--- src/rtl/psrm_pkg.sv ---
// Shared types, pattern constants and the tail-compare function of the signature matcher.
`default_nettype none

package psrm_pkg;

    // Depth of the byte window and the width of its flattened form.
    localparam int WINDOW_LEN = 15;
    localparam int WIN_BITS   = WINDOW_LEN * 8;

    localparam int NUM_PATH_PATS = 18;
    localparam int NUM_CMD_PATS  = 19;

    // Number of verdict bits in a result word.
    localparam int NUM_VERDICTS = 6;

    typedef logic [WIN_BITS-1:0]      win_t;
    typedef logic [NUM_PATH_PATS-1:0] path_hits_t;
    typedef logic [NUM_CMD_PATS-1:0]  cmd_hits_t;
    typedef logic [NUM_VERDICTS-1:0]  verdict_t;

    typedef enum logic [1:0] {
        ACT_PATH = 2'd0,
        ACT_CMD  = 2'd1,
        ACT_END  = 2'd2,
        ACT_NONE = 2'd3
    } action_t;

    // Verdict bit positions inside a result word.
    localparam int V_DD      = 0;
    localparam int V_GROUP   = 1;
    localparam int V_SENS    = 2;
    localparam int V_USER    = 3;
    localparam int V_HIST    = 4;
    localparam int V_ANY     = 5;

    // Hit-flag update request from the top level to the matcher.
    typedef struct packed {
        logic path_en;
        logic cmd_en;
        logic flush;
    } psrm_ctl_t;

    // Patterns are right-aligned: last character in the low byte, zero bytes above.
    localparam win_t PATH_PATS [NUM_PATH_PATS] = '{
        win_t'("/bin/dd"), win_t'("/usr/bin/dd"), win_t'("/groupdel"), win_t'("/userdel"),
        win_t'("/cat"), win_t'("/echo"), win_t'("/grep"), win_t'("/head"),
        win_t'("/more"), win_t'("/tail"),
        win_t'("/emacs"), win_t'("/nano"), win_t'("/sed"), win_t'("/vi"), win_t'("/vim"),
        win_t'("/rm"), win_t'("/unlink"), win_t'("/shred")
    };

    // Shell history file names are built from a shell prefix and a common suffix.
    localparam win_t CMD_PATS [NUM_CMD_PATS] = '{
        win_t'("of="), win_t'("if=/dev/zero"), win_t'("if=/dev/null"), win_t'(">"),
        win_t'("/bin/login"), win_t'("/bin/passwd"), win_t'("/boot/"),
        win_t'("/etc/*.conf"), win_t'("/etc/cron."), win_t'("/etc/crontab"),
        win_t'("/etc/hosts"), win_t'("/etc/init.d"), win_t'("/etc/sudoers"),
        win_t'("/opt/bin/"), win_t'("/sbin"), win_t'("/usr/bin/"),
        win_t'("/usr/local/bin/"), win_t'({"/.bash", "_history"}),
        win_t'({"/.zsh", "_history"})
    };

    // Compare the newest bytes of the window with a pattern; zero pattern bytes
    // lie past the pattern's start and are don't-care.
    function automatic logic tail_match(input win_t win, input win_t pat);
        logic ok;
        ok = 1'b1;
        for (int k = 0; k < WINDOW_LEN; k++) begin
            if (pat[k*8 +: 8] != 8'h00 && win[k*8 +: 8] != pat[k*8 +: 8]) begin
                ok = 1'b0;
            end
        end
        return ok;
    endfunction

endpackage

`default_nettype wire

--- src/rtl/psrm_cell.sv ---
// One byte cell of the shifting character window.
`default_nettype none

module psrm_cell (
    input  wire logic       clk,
    input  wire logic       rst_n,
    input  wire logic       shift,   // take the neighbor's byte
    input  wire logic       kill,    // take zero instead of the neighbor's byte
    input  wire logic       flush,   // clear at end of event
    input  wire logic [7:0] din,
    output logic      [7:0] dnext,
    output logic      [7:0] q
);

    logic [7:0] byte_reg;
    logic [7:0] byte_next;

    always_comb
    begin
        byte_next = byte_reg;
        if (flush) begin
            byte_next = 8'h00;
        end else if (shift) begin
            byte_next = kill ? 8'h00 : din;
        end
    end

    always_ff @(posedge clk or negedge rst_n)
    begin
        if (!rst_n) begin
            byte_reg <= 8'h00;
        end else begin
            byte_reg <= byte_next;
        end
    end

    assign dnext = byte_next;
    assign q     = byte_reg;

endmodule

`default_nettype wire

--- src/rtl/psrm_match.sv ---
// Pattern comparators, sticky hit flags and rule verdicts.
`default_nettype none

module psrm_match (
    input  wire logic                clk,
    input  wire logic                rst_n,
    input  wire psrm_pkg::psrm_ctl_t ctl,
    input  wire psrm_pkg::win_t      win_next,
    output psrm_pkg::verdict_t       verdict
);

    psrm_pkg::path_hits_t path_hits_reg;
    psrm_pkg::path_hits_t path_hits_next;
    psrm_pkg::cmd_hits_t  cmd_hits_reg;
    psrm_pkg::cmd_hits_t  cmd_hits_next;
    psrm_pkg::path_hits_t path_now;
    psrm_pkg::cmd_hits_t  cmd_now;

    logic dd, grp, usr, reader, editor, redirect, sens_path, sens, remover, hist_file, hist;

    always_comb
    begin
        for (int k = 0; k < psrm_pkg::NUM_PATH_PATS; k++) begin
            path_now[k] = psrm_pkg::tail_match(win_next, psrm_pkg::PATH_PATS[k]);
        end
        for (int k = 0; k < psrm_pkg::NUM_CMD_PATS; k++) begin
            cmd_now[k] = psrm_pkg::tail_match(win_next, psrm_pkg::CMD_PATS[k]);
        end
    end

    always_comb
    begin
        path_hits_next = path_hits_reg;
        cmd_hits_next  = cmd_hits_reg;
        if (ctl.flush) begin
            path_hits_next = '0;
            cmd_hits_next  = '0;
        end else begin
            if (ctl.path_en) begin
                path_hits_next = path_hits_reg | path_now;
            end
            if (ctl.cmd_en) begin
                cmd_hits_next = cmd_hits_reg | cmd_now;
            end
        end
    end

    always_ff @(posedge clk or negedge rst_n)
    begin
        if (!rst_n) begin
            path_hits_reg <= '0;
            cmd_hits_reg  <= '0;
        end else begin
            path_hits_reg <= path_hits_next;
            cmd_hits_reg  <= cmd_hits_next;
        end
    end

    always_comb
    begin
        dd        = (|path_hits_reg[1:0]) && cmd_hits_reg[0] && (|cmd_hits_reg[2:1]);
        grp       = path_hits_reg[2];
        usr       = path_hits_reg[3];
        reader    = |path_hits_reg[9:4];
        editor    = |path_hits_reg[14:10];
        redirect  = cmd_hits_reg[3];
        sens_path = |cmd_hits_reg[16:4];
        sens      = ((reader && redirect) || editor) && sens_path;
        remover   = |path_hits_reg[17:15];
        hist_file = |cmd_hits_reg[18:17];
        hist      = remover && hist_file;

        verdict                   = '0;
        verdict[psrm_pkg::V_DD]    = dd;
        verdict[psrm_pkg::V_GROUP] = grp;
        verdict[psrm_pkg::V_SENS]  = sens;
        verdict[psrm_pkg::V_USER]  = usr;
        verdict[psrm_pkg::V_HIST]  = hist;
        verdict[psrm_pkg::V_ANY]   = dd || grp || sens || usr || hist;
    end

endmodule

`default_nettype wire

--- src/rtl/process_signature_rule_matcher_core.sv ---
// Top level of the process signature rule matcher: byte window, matcher and output register.
//
// Usage: one process event enters on the s_* channel as a run of words, one
// byte each: path bytes (s_tuser = path), then command-line bytes (s_tuser =
// command line), then one end-of-event word (s_tuser = end, s_tdata ignored).
// Words with the unused kind code are taken and dropped.
// Byte words produce no output. The end-of-event word produces one result
// word on m_* carrying the five rule verdicts and their OR.
// Throughput: one input word per cycle unless a result waits. Each byte shifts the
// row of window cells and its matches fold into the hit flags in the same
// cycle. Latency: the result word is valid in the cycle after the
// end-of-event word is accepted; the hit flags and window clear at that same
// edge, so the next event may start at once.
// Stall: the result sits in the output register until taken; input is held
// off (s_tready low) only while a result waits and m_tready is low.
// Reset: window, hit flags, last kind and the output valid all clear.
`default_nettype none

module process_signature_rule_matcher_core (
    input  wire logic       clk,
    input  wire logic       rst_n,
    input  wire logic       s_tvalid,
    output logic            s_tready,
    input  wire logic [7:0] s_tdata,   // [7:0] char_byte
    input  wire logic [1:0] s_tuser,   // [1:0] action
    output logic            m_tvalid,
    input  wire logic       m_tready,
    output logic      [7:0] m_tdata    // [0] dd_overwrite, [1] group_deleted,
                                       // [2] sensitive_file_change, [3] user_deleted,
                                       // [4] history_deleted, [5] any_rule, [7:6] zero
);

    logic                 accept;
    logic                 byte_op;
    logic                 end_op;
    logic                 kind_change;
    logic                 last_kind_reg;
    logic                 last_kind_next;
    logic                 out_valid_reg;
    logic                 out_valid_next;
    psrm_pkg::verdict_t   out_data_reg;
    psrm_pkg::verdict_t   verdict;
    psrm_pkg::psrm_ctl_t  ctl;
    psrm_pkg::win_t       win_next;
    logic [7:0]           cell_q [psrm_pkg::WINDOW_LEN];
    psrm_pkg::action_t    action;

    assign action   = psrm_pkg::action_t'(s_tuser);
    assign s_tready = !out_valid_reg || m_tready;
    assign accept   = s_tvalid && s_tready;

    always_comb
    begin
        byte_op = 1'b0;
        end_op  = 1'b0;
        if (accept) begin
            case (action)
                psrm_pkg::ACT_PATH: byte_op = 1'b1;
                psrm_pkg::ACT_CMD:  byte_op = 1'b1;
                psrm_pkg::ACT_END:  end_op  = 1'b1;
                default:            byte_op = 1'b0;
            endcase
        end
    end

    // A byte of the other kind wipes the window before it enters.
    assign kind_change = byte_op && (s_tuser[0] != last_kind_reg);

    always_comb
    begin
        last_kind_next = last_kind_reg;
        if (end_op) begin
            last_kind_next = 1'b0;
        end else if (byte_op) begin
            last_kind_next = s_tuser[0];
        end
    end

    assign ctl.path_en = byte_op && !s_tuser[0];
    assign ctl.cmd_en  = byte_op && s_tuser[0];
    assign ctl.flush   = end_op;

    // Row of window cells; cell 0 holds the newest byte.
    for (genvar k = 0; k < psrm_pkg::WINDOW_LEN; k++) begin : g_cell
        logic [7:0] din;
        logic [7:0] dnext;

        if (k == 0) begin : g_head
            assign din = s_tdata;
        end else begin : g_link
            assign din = cell_q[k-1];
        end

        psrm_cell u_cell (
            .clk   (clk),
            .rst_n (rst_n),
            .shift (byte_op),
            .kill  ((k != 0) && kind_change),
            .flush (end_op),
            .din   (din),
            .dnext (dnext),
            .q     (cell_q[k])
        );

        assign win_next[k*8 +: 8] = dnext;
    end

    psrm_match u_match (
        .clk      (clk),
        .rst_n    (rst_n),
        .ctl      (ctl),
        .win_next (win_next),
        .verdict  (verdict)
    );

    // Load a result on end of event; drop valid once taken.
    always_comb
    begin
        out_valid_next = out_valid_reg;
        if (end_op) begin
            out_valid_next = 1'b1;
        end else if (m_tready) begin
            out_valid_next = 1'b0;
        end
    end

    always_ff @(posedge clk or negedge rst_n)
    begin
        if (!rst_n) begin
            last_kind_reg <= 1'b0;
            out_valid_reg <= 1'b0;
        end else begin
            last_kind_reg <= last_kind_next;
            out_valid_reg <= out_valid_next;
        end
    end

    always_ff @(posedge clk)
    begin
        if (end_op) begin
            out_data_reg <= verdict;
        end
    end

    assign m_tvalid = out_valid_reg;
    assign m_tdata  = {2'b00, out_data_reg};

endmodule

`default_nettype wire

--- config.mk ---
export PLATFORM = sky130hd
export DESIGN_NAME = process_signature_rule_matcher_core
export DESIGN_NICKNAME = d
export VERILOG_FILES = /design/src/rtl/psrm_pkg.sv /design/src/rtl/psrm_cell.sv /design/src/rtl/psrm_match.sv /design/src/rtl/process_signature_rule_matcher_core.sv
export SDC_FILE = /design/constraint.sdc
export NUM_CORES = 1
export LEC_CHECK = 0
export BUFFER_PORTS_ARGS = -buffer_cell sky130_fd_sc_hd__clkbuf_2
export CAP_MARGIN = 30
export CORE_MARGIN = 2
export CORE_UTILIZATION = 40
export DETAILED_ROUTE_END_ITERATION = 12
export PLACE_DENSITY = 0.58
export SYNTH_ARGS = -nofsm -noshare
export SYNTH_HDL_FRONTEND = slang
export SYNTH_HIERARCHICAL = 1
export SYNTH_SLANG_ARGS = --single-unit
export TNS_END_PERCENT = 100
--- constraint.sdc ---
create_clock -name clk -period 18.85 [get_ports clk]
set_input_delay 3.77 -clock clk [delete_from_list [all_inputs] [get_ports clk]]
set_output_delay 3.77 -clock clk [all_outputs]
set_load 0.02 [all_outputs]
==> results of run 1 <==
==> through the flow <==
step | util (%) | setup slack, ns
after floorplan | - | 8.181
after global placement | 42.99 | 10.83
after detailed placement | 43.12 | 10.78
after CTS | 45.96 | 10.82
after global routing | 45.96 | 10.80
final | 45.96 | 10.83
==> final cells by class <==
cell class | instances | area (µm²)
multi-input combinational | 591 | 4387
timing repair buffer | 29 | 191.4
clock inverter | 13 | 136.4
fill | 1951 | 11430
inverter | 10 | 40.04
clock buffer | 19 | 464.2
tap | 275 | 344.1
sequential | 165 | 4159
==> logic make-up (layout without fill, tap and decap cells) <==
family,Yosys count,count (layout),share of synthesized area [%]
other,1,4,0.04312
flip-flops,165,165,47.82
AO/OA/AOI/OAI,161,161,16.82
XOR/XNOR,1,1,0.1007
AND/OR/NAND/NOR,425,425,33.10
buffers and inverters,37,71,2.115
==> per-layer routing <==
metal / vias up / global-route usage, %
li1: 3282 / -
met1: 3805 / 34.79
met2: 324 / 44.16
met3: 71 / 3.653
met4: 0 / 11.54
met5: - / 0
==> power by group through the flow <==
stage	Clock, mW	Sequential (mW)	Combinational (mW)
after global routing	0.376	0.370	0.0831
after global placement	0	0.376	0.0730
after CTS	0.361	0.369	0.0760
after floorplan	0	0.374	0.0513
after detailed placement	0	0.376	0.0759
final	0.356	0.369	0.0771
==> worst reg2reg max path: cells and delay by family (launching register included) <==
kind | cells | cell delay (ns)
buffers and inverters | 2 | 1.28
DFF | 1 | 0.40
and+or+nand+nor | 7 | 2.21
AOI/OAI and AO/OA | 2 | 0.60
==> path summary, 6_finish.rpt <==
kind / start / end / slack, ns / depth (start not counted)
worst min register to register: u_match/cmd_hits_reg[10] / u_match/cmd_hits_reg[10] / 0.49 / 1
worst min-delay path: u_match/cmd_hits_reg[10] / u_match/cmd_hits_reg[10] / 0.49 / 1
min in group asynchronous: rst_n / g_cell[9].u_cell/q[5] / 3.38 / 1
worst max register to register: m_tvalid / u_match/cmd_hits_reg[8] / 14.28 / 11
max in group asynchronous: rst_n / g_cell[2].u_cell/q[6] / 14.04 / 2
worst max-delay path: m_tready / s_tready / 10.83 / 4
==> Yosys cell counts, types with 2 or more instances <==
cell type	count	area, µm²
a21oi_1	17	85.08
a31oi_1	9	56.30
a32o_1	106	1061
a41oi_1	5	43.79
and2_1	4	25.02
and3_1	14	87.58
and3b_1	3	26.28
and4_1	5	43.79
and4b_1	6	60.06
buf_2	15	75.07
buf_4	7	52.55
clkbuf_1	4	15.01
dfrtp_1	159	3979
edfxtp_1	6	180.2
inv_1	8	30.03
inv_2	2	7.510
nand2_1	38	142.6
nand2b_1	28	175.2
nand3_1	27	135.1
nand3b_1	24	180.2
nand4_1	31	193.9
nand4b_1	8	70.07
nand4bb_1	6	67.56
nor2_1	46	172.7
nor2_4	30	337.8
nor2b_1	20	125.1
nor3_1	21	105.1
nor3b_1	12	90.09
nor4_1	34	212.7
nor4b_1	13	113.9
nor4bb_1	22	220.2
o21a_1	2	15.01
o2bb2ai_1	13	113.9
o31ai_1	2	15.01
or2_2	2	12.51
or3_1	2	12.51
or3b_2	2	17.52
or4_1	16	120.1
or4b_2	4	40.04
==> metrics, run 1 <==
nets=828; Synth Instances=790; core box area=21150 µm²; Routability Congestion=0.9763; synth warn=6; critical path arrival=4.25 ns; post_cts resized=0; post-DR vias/cell=6.789; DR DRC count=0; hpwl dp=21760 µm; DRT iter0 DRCs=792; Unique masters post-synth=56; Power Density=82.55 nW/µm²; mean post-synth cell area=11.01 µm²; most common cell after layout, fill and taps aside=dfrtp_1; final instance area=9722 µm²; skew final=0.009213 ns; Largest register FFs=120; Comb pwr share=9.6%; WHS=0.4855 ns; setup tns final=0 ns; CP required=15.08 ns; Initial Utilization=41.11%; WL/cell=26.62 µm; worst slew pin tran=1.071 ns; crit path capture type=output pin; row count=53; Vias=7482; TritonCTS clock tree=built; gr usage total=26.57%; Peak VDD IR=53.60 µV; layout cells sized above 1=13.54%; met3 routed wirelength=1546 µm; Setup Buffers After CTS=0; Leak=3.691 nW; Pre-Repair DR Iteration Count=7; crit path cell chain=clkbuf_2 -> nor2b_4 -> inv_2 -> clkbuf_2; Critical Path Max Stage Delay=0.16 ns; Flop pwr share=46.0%; top sig layer=met4; global-route wire length before repair=45270 µm; asr flop ratio synth=96.36%; die area=22940 µm²; Inst Count DP=1070; worst hold path class=reg2reg; sequential element share of the synthesized area=47.82%; Die W=151.5 µm; Metal-1 WL=12430 µm; # hold bufs at CTS=0; Non-Filler Instances=1102; Num CTS Buffers=17; Tot Pwr=0.8026 mW; final hold viol count=0; Port Buffers=21; Net Switching=0.2206 mW; dpl cell area=9121 µm²; H-tree Lvls=4; largest net degree at the start of global routing=92; type of the worst setup path=in2out; Slew headroom=27.58%; vias in the first global route=7398; Worst path top cell family by delay=buffers and inverters; worst path buffer plus inverter count=3; Routed Antenna Nets=0; P_int=0.5820 mW; status=complete, no violations; setup repair after global routing missed its margin=no; critical path's slowest cell=clkbuf_2; met2 wire len=14300 µm; final wirelength=29330 µm; Max Freq=124.6 MHz; EDFF count, synth=6; final worst path period need=8.024 ns; grt ovf=0; synth-to-layout area growth=11.78%; Num Clock Sinks=165; Slew Viols, Final=0; I/O pins=24; clock root buffer=clkbuf_16; worst-case clock buffer depth=2; maxcap violations=0; switching share of total power=27.48%; Antenna Diode Count=0; Clock Pin Slew Worst Setup and Hold Paths=0.07 ns; clk_lat worst skew=0.44 ns; die height=151.5 µm; Crit path top cell by count=clkbuf_2; Synth Flop Type=dfrtp_1; crit path launch type=primary input; Netlist Area Pre-Place=8697 µm²; initial antenna violation count=0; most frequent cells in the layout=dfrtp_1 (159), a32o_1 (106), nor2_1 (44), nand2_1 (38), nor4_1 (34); setup violators final=0; Clk pwr share=44.4%; CP max FO=4; final period utilization=42.57%; #FFs+latches synth=165
(Power assumes the default switching activity.)
==> inputs of run 2 (changes only) <==
- PLACE_DENSITY: 0.58 -> 0.6
- clock period: 18.85 -> 6.7 ns (I/O delays scaled with it)
==> run 2 against run 1 <==
Clock skew up 0.0032 ns. Highest routed layer unchanged. Sequential power grew to 2.8 times the previous value. Non-clock buffer count is 3 higher. Clock-buffer cell count shrank 1. Flip-flop and latch count unchanged. Largest power group unchanged.
==> metrics, run 2 (synthesized netlist as in run 1, its figures left out) <==
status=complete, no violations; TritonCTS clock tree=built; RR Startpoint=m_tvalid; cell count of the worst reg-to-reg path=9; P_int=1.611 mW; Hold Startpoint=u_match/cmd_hits_reg[2]; vias in the first global route=7567; grt ovf=0; Slew headroom=32.21%; initial antenna violation count=0; switching share of total power=29.27%; Hold Path Stages=2; worst slew pin tran=1.003 ns; clk_lat worst skew=0.43 ns; crit path launch type=primary input; DRT iter0 DRCs=787; crit path capture type=flop; CP required=7.07 ns; Num CTS Buffers=17; Peak VDD IR=158.0 µV; Power Density=233.1 nW/µm²; setup violators final=0; worst hold path class=reg2reg; H-tree Lvls=4; Slew Viols, Final=0; layout cells sized above 1=13.73%; final wirelength=30390 µm; Comb pwr share=9.8%; Largest register FFs=120; critical path arrival=5.26 ns; nets=831; final period utilization=73.09%; Leak=3.721 nW; DR DRC count=0; Pre-Repair DR Iteration Count=5; # hold bufs at CTS=0; Flop pwr share=45.5%; die height=151.5 µm; FF-to-FF End=u_match/path_hits_reg[7]; flop2flop setup slack=2.56 ns; global-route wire length before repair=46820 µm; Port Buffers=21; synth-to-layout area growth=12.31%; most frequent cells in the layout=dfrtp_1 (159), a32o_1 (106), nor2_1 (44), nand2_1 (38), nor4_1 (34); Die W=151.5 µm; worst setup margin=1.803 ns; final worst path period need=4.897 ns; gr usage total=27.73%; Routability Congestion=0.9420; pre-CTS WS=1.381 ns; Tot Pwr=2.277 mW; core box area=21150 µm²; I/O pins=24; post_cts resized=0; final instance area=9768 µm²; most common cell after layout, fill and taps aside=dfrtp_1; die area=22940 µm²; setup repair after global routing missed its margin=no; final hold viol count=0; WHS=0.4904 ns; clock root buffer=clkbuf_16; post-DR vias/cell=6.791; Routed Antenna Nets=0; Net Switching=0.6664 mW; Clk pwr share=44.6%; Initial Utilization=41.11%; worst-case clock buffer depth=2; setup tns final=0 ns; Max Freq=204.2 MHz; Setup Buffers After CTS=0; type of the worst setup path=in2reg; row count=53; Worst Hold End=u_match/cmd_hits_reg[2]; Antenna Diode Count=0; Clock Pin Slew Worst Setup and Hold Paths=0.07 ns; CP max FO=19; hpwl dp=22600 µm; Num Clock Sinks=165; maxcap violations=0; largest net degree at the start of global routing=101; WL/cell=27.50 µm; dpl cell area=9120 µm²; skew final=0.01241 ns; Vias=7504
[run 2: critical path, stage by stage]
cell,delay [ns]
clkbuf_2,0.12
nand3b_1,0.23
nor2_4,0.74
nor2_4,0.15
a32o_1,0.47
or4b_2,0.75
or2_2,0.36
nor4b_1,0.78
a31oi_1,0.19
nor2_1,0.13
[run 2: final cells by class]
cell class | count | area, µm²
clock inverters | 14 | 170.2
repair buffers | 32 | 224.0
well taps | 275 | 344.1
clock buffers | 18 | 450.4
fillers | 1960 | 11390
inverters | 10 | 40.04
flip-flops and latches | 165 | 4159
multi-input cells | 591 | 4380
[run 2: per-stage QoR]
step                      instances  utilization (%)
after floorplan                 793                -
after global placement         1071            43.09
after detailed placement       1072            43.11
after CTS                      1104            46.05
after global routing           1105            46.18
final                          1105            46.18
[run 2: how the worst max path moves through the flow]
stage / end / from / cells after the start / slack [ns]
after detailed placement: u_match/path_hits_reg[1] / s_tuser[0] / 11 / 1.38
after CTS: u_match/path_hits_reg[1] / m_tready / 13 / 1.81
after floorplan: u_match/path_hits_reg[1] / s_tuser[0] / 9 / 0.14
after global routing: u_match/path_hits_reg[17] / s_tuser[0] / 10 / 1.66
after global placement: u_match/path_hits_reg[7] / s_tuser[0] / 10 / 1.39
final: u_match/path_hits_reg[7] / s_tuser[0] / 10 / 1.80
[run 2: metal layers]
metal	vias up	share of wire, %	global-route usage (%)
met1	3806	41	35.13
li1	3289	-	-
met5	-	0	0
met3	78	5.8	4.281
met4	0	4.6	12.52
met2	331	49	46.95
[run 2: power by group through the flow]
stage | Clock [mW] | Combinational [mW] | Sequential, mW
floorplan | 0 | 0.143 | 1.05
global placement | 0 | 0.214 | 1.06
detailed placement | 0 | 0.219 | 1.06
CTS | 1.03 | 0.220 | 1.04
global route | 1.08 | 0.241 | 1.04
finish | 1.02 | 0.224 | 1.04
==> inputs of run 3 (changes only) <==
- PLACE_DENSITY: 0.6 -> 0.58
- clock period: 6.7 -> 4.8 ns (I/O delays scaled with it)
==> run 3 against run 2 <==
Routed wire length increased by 2.3%. Clock skew decreased by 0.0032 ns. Die area unchanged.
==> metrics, run 3 (synthesized netlist as in run 1, its figures left out) <==
post-DR vias/cell=6.676; Num Clock Sinks=165; # hold bufs at CTS=0; largest net degree at the start of global routing=93; critical path arrival=4.49 ns; final hold viol count=0; CP required=5.16 ns; gr usage total=28.26%; Routability Congestion=1.021; crit path capture type=flop; WL/cell=26.98 µm; most common cell after layout, fill and taps aside=dfrtp_1; skew final=0.009170 ns; Die W=151.5 µm; Slew Viols, Final=0; Port Buffers=21; pre-CTS WS=0.07343 ns; DR DRC count=0; synth-to-layout area growth=15.87%; die height=151.5 µm; global-route wire length before repair=48040 µm; maxcap violations=0; core box area=21150 µm²; critical path's slowest cell=or4b_2; worst-case clock buffer depth=2; Power Density=308.7 nW/µm²; setup violators final=0; worst setup margin=0.6773 ns; Pre-Repair DR Iteration Count=6; Antenna Diode Count=0; type of the worst setup path=in2reg; most frequent cells in the layout=dfrtp_1 (159), a32o_1 (101), buf_4 (56), nor2_1 (44), nand2_1 (38); launch point of the critical path=m_tready; Leak=3.958 nW; CP max FO=65; end-of-flow core utilization=47.64%; Max Freq=242.6 MHz; vias in the first global route=7752; filler instances=1948; layout cells sized above 1=19.04%; Vias=7691; dpl cell area=9488 µm²; final wirelength=31090 µm; Initial Utilization=41.11%; Crit path top cell by count=buf_4; final period utilization=85.89%; initial antenna violation count=0; hpwl dp=23780 µm; Routed Antenna Nets=0; post_cts resized=0; nets=878; Largest register FFs=120; final instance area=10080 µm²; clk_lat worst skew=0.44 ns; TritonCTS clock tree=built; clock root buffer=clkbuf_16; worst path buffer plus inverter count=6; Num CTS Buffers=17; Worst path top cell family by delay=buffers and inverters; Hold Startpoint=u_match/path_hits_reg[2]; setup repair after global routing missed its margin=no; H-tree Lvls=4; grt ovf=0; RR Startpoint=m_tvalid; row count=53; worst slew pin tran=0.8254 ns; Setup Buffers After CTS=0; DRT iter0 DRCs=676; Critical Path Max Stage Delay=0.67 ns; final worst path period need=4.123 ns; crit path launch type=primary input; worst hold path class=reg2reg; status=complete, no violations; Clock Pin Slew Worst Setup and Hold Paths=0.07 ns; Peak VDD IR=172.9 µV; crit path cell chain=clkbuf_2 -> nor2b_4 -> inv_2 -> nand3b_4 -> inv_4 -> buf_4 -> buf_4 -> buf_4 -> nor2_4 -> a32o_1 -> or4b_2 -> nor4_1 -> nand4_1 -> o2bb2ai_1; I/O pins=24; die area=22940 µm²; Slew headroom=44.20%
run 3: cell count changes in the layout (fill, tap and decap cells not counted), sizes merged:
cell,change
clkbuf,-1
clkinvlp,+5
buf,+47
clkinv,-5
inv,+1
run 3: final timing paths:
kind / to / depth (start not counted) / slack (ns)
max: u_match/cmd_hits_reg[16] / 14 / 0.68
min reg2reg: out_data_reg[1] / 0 / 0.49
max reg2reg: u_match/cmd_hits_reg[16] / 13 / 0.83
min: out_data_reg[1] / 0 / 0.49
min in group asynchronous: g_cell[8].u_cell/q[5] / 1 / 0.60
max in group asynchronous: u_match/path_hits_reg[0] / 2 / 3.19
run 3: metrics by stage:
stage	hold WS, ns	std cells	TNS (ns)	total power, mW
after global placement	0.4723	1119	0	1.794
after global routing	0.5033	1152	0	3.222
after floorplan	0.4448	793	-0.2438	1.665
after CTS	0.4847	1151	0	3.123
final	0.4864	1152	0	3.111
after detailed placement	0.4688	1119	0	1.803
run 3: routing by layer:
layer	up-vias	track usage, %	share of wire [%]
met5	-	0	0
met4	0	11.40	3.7
met3	66	3.772	5.7
met2	304	48.19	49
met1	3942	36.39	41
li1	3379	-	-
run 3: where the power goes:
group          switching [mW]  internal, mW
clock                   0.645         0.683
combinational           0.231         0.103
sequential             0.0222          1.43
run 3: layout make-up:
type                    count  area [µm²]  area share (%)
well taps                 275       344.1           3.414
clock buffers              17       425.4           4.221
clock inverters            15       136.4           1.353
repair buffers             79       579.3           5.749
inverters                  10       40.04          0.3973
flip-flops and latches    165        4159           41.27
multi-input cells         591        4393           43.59
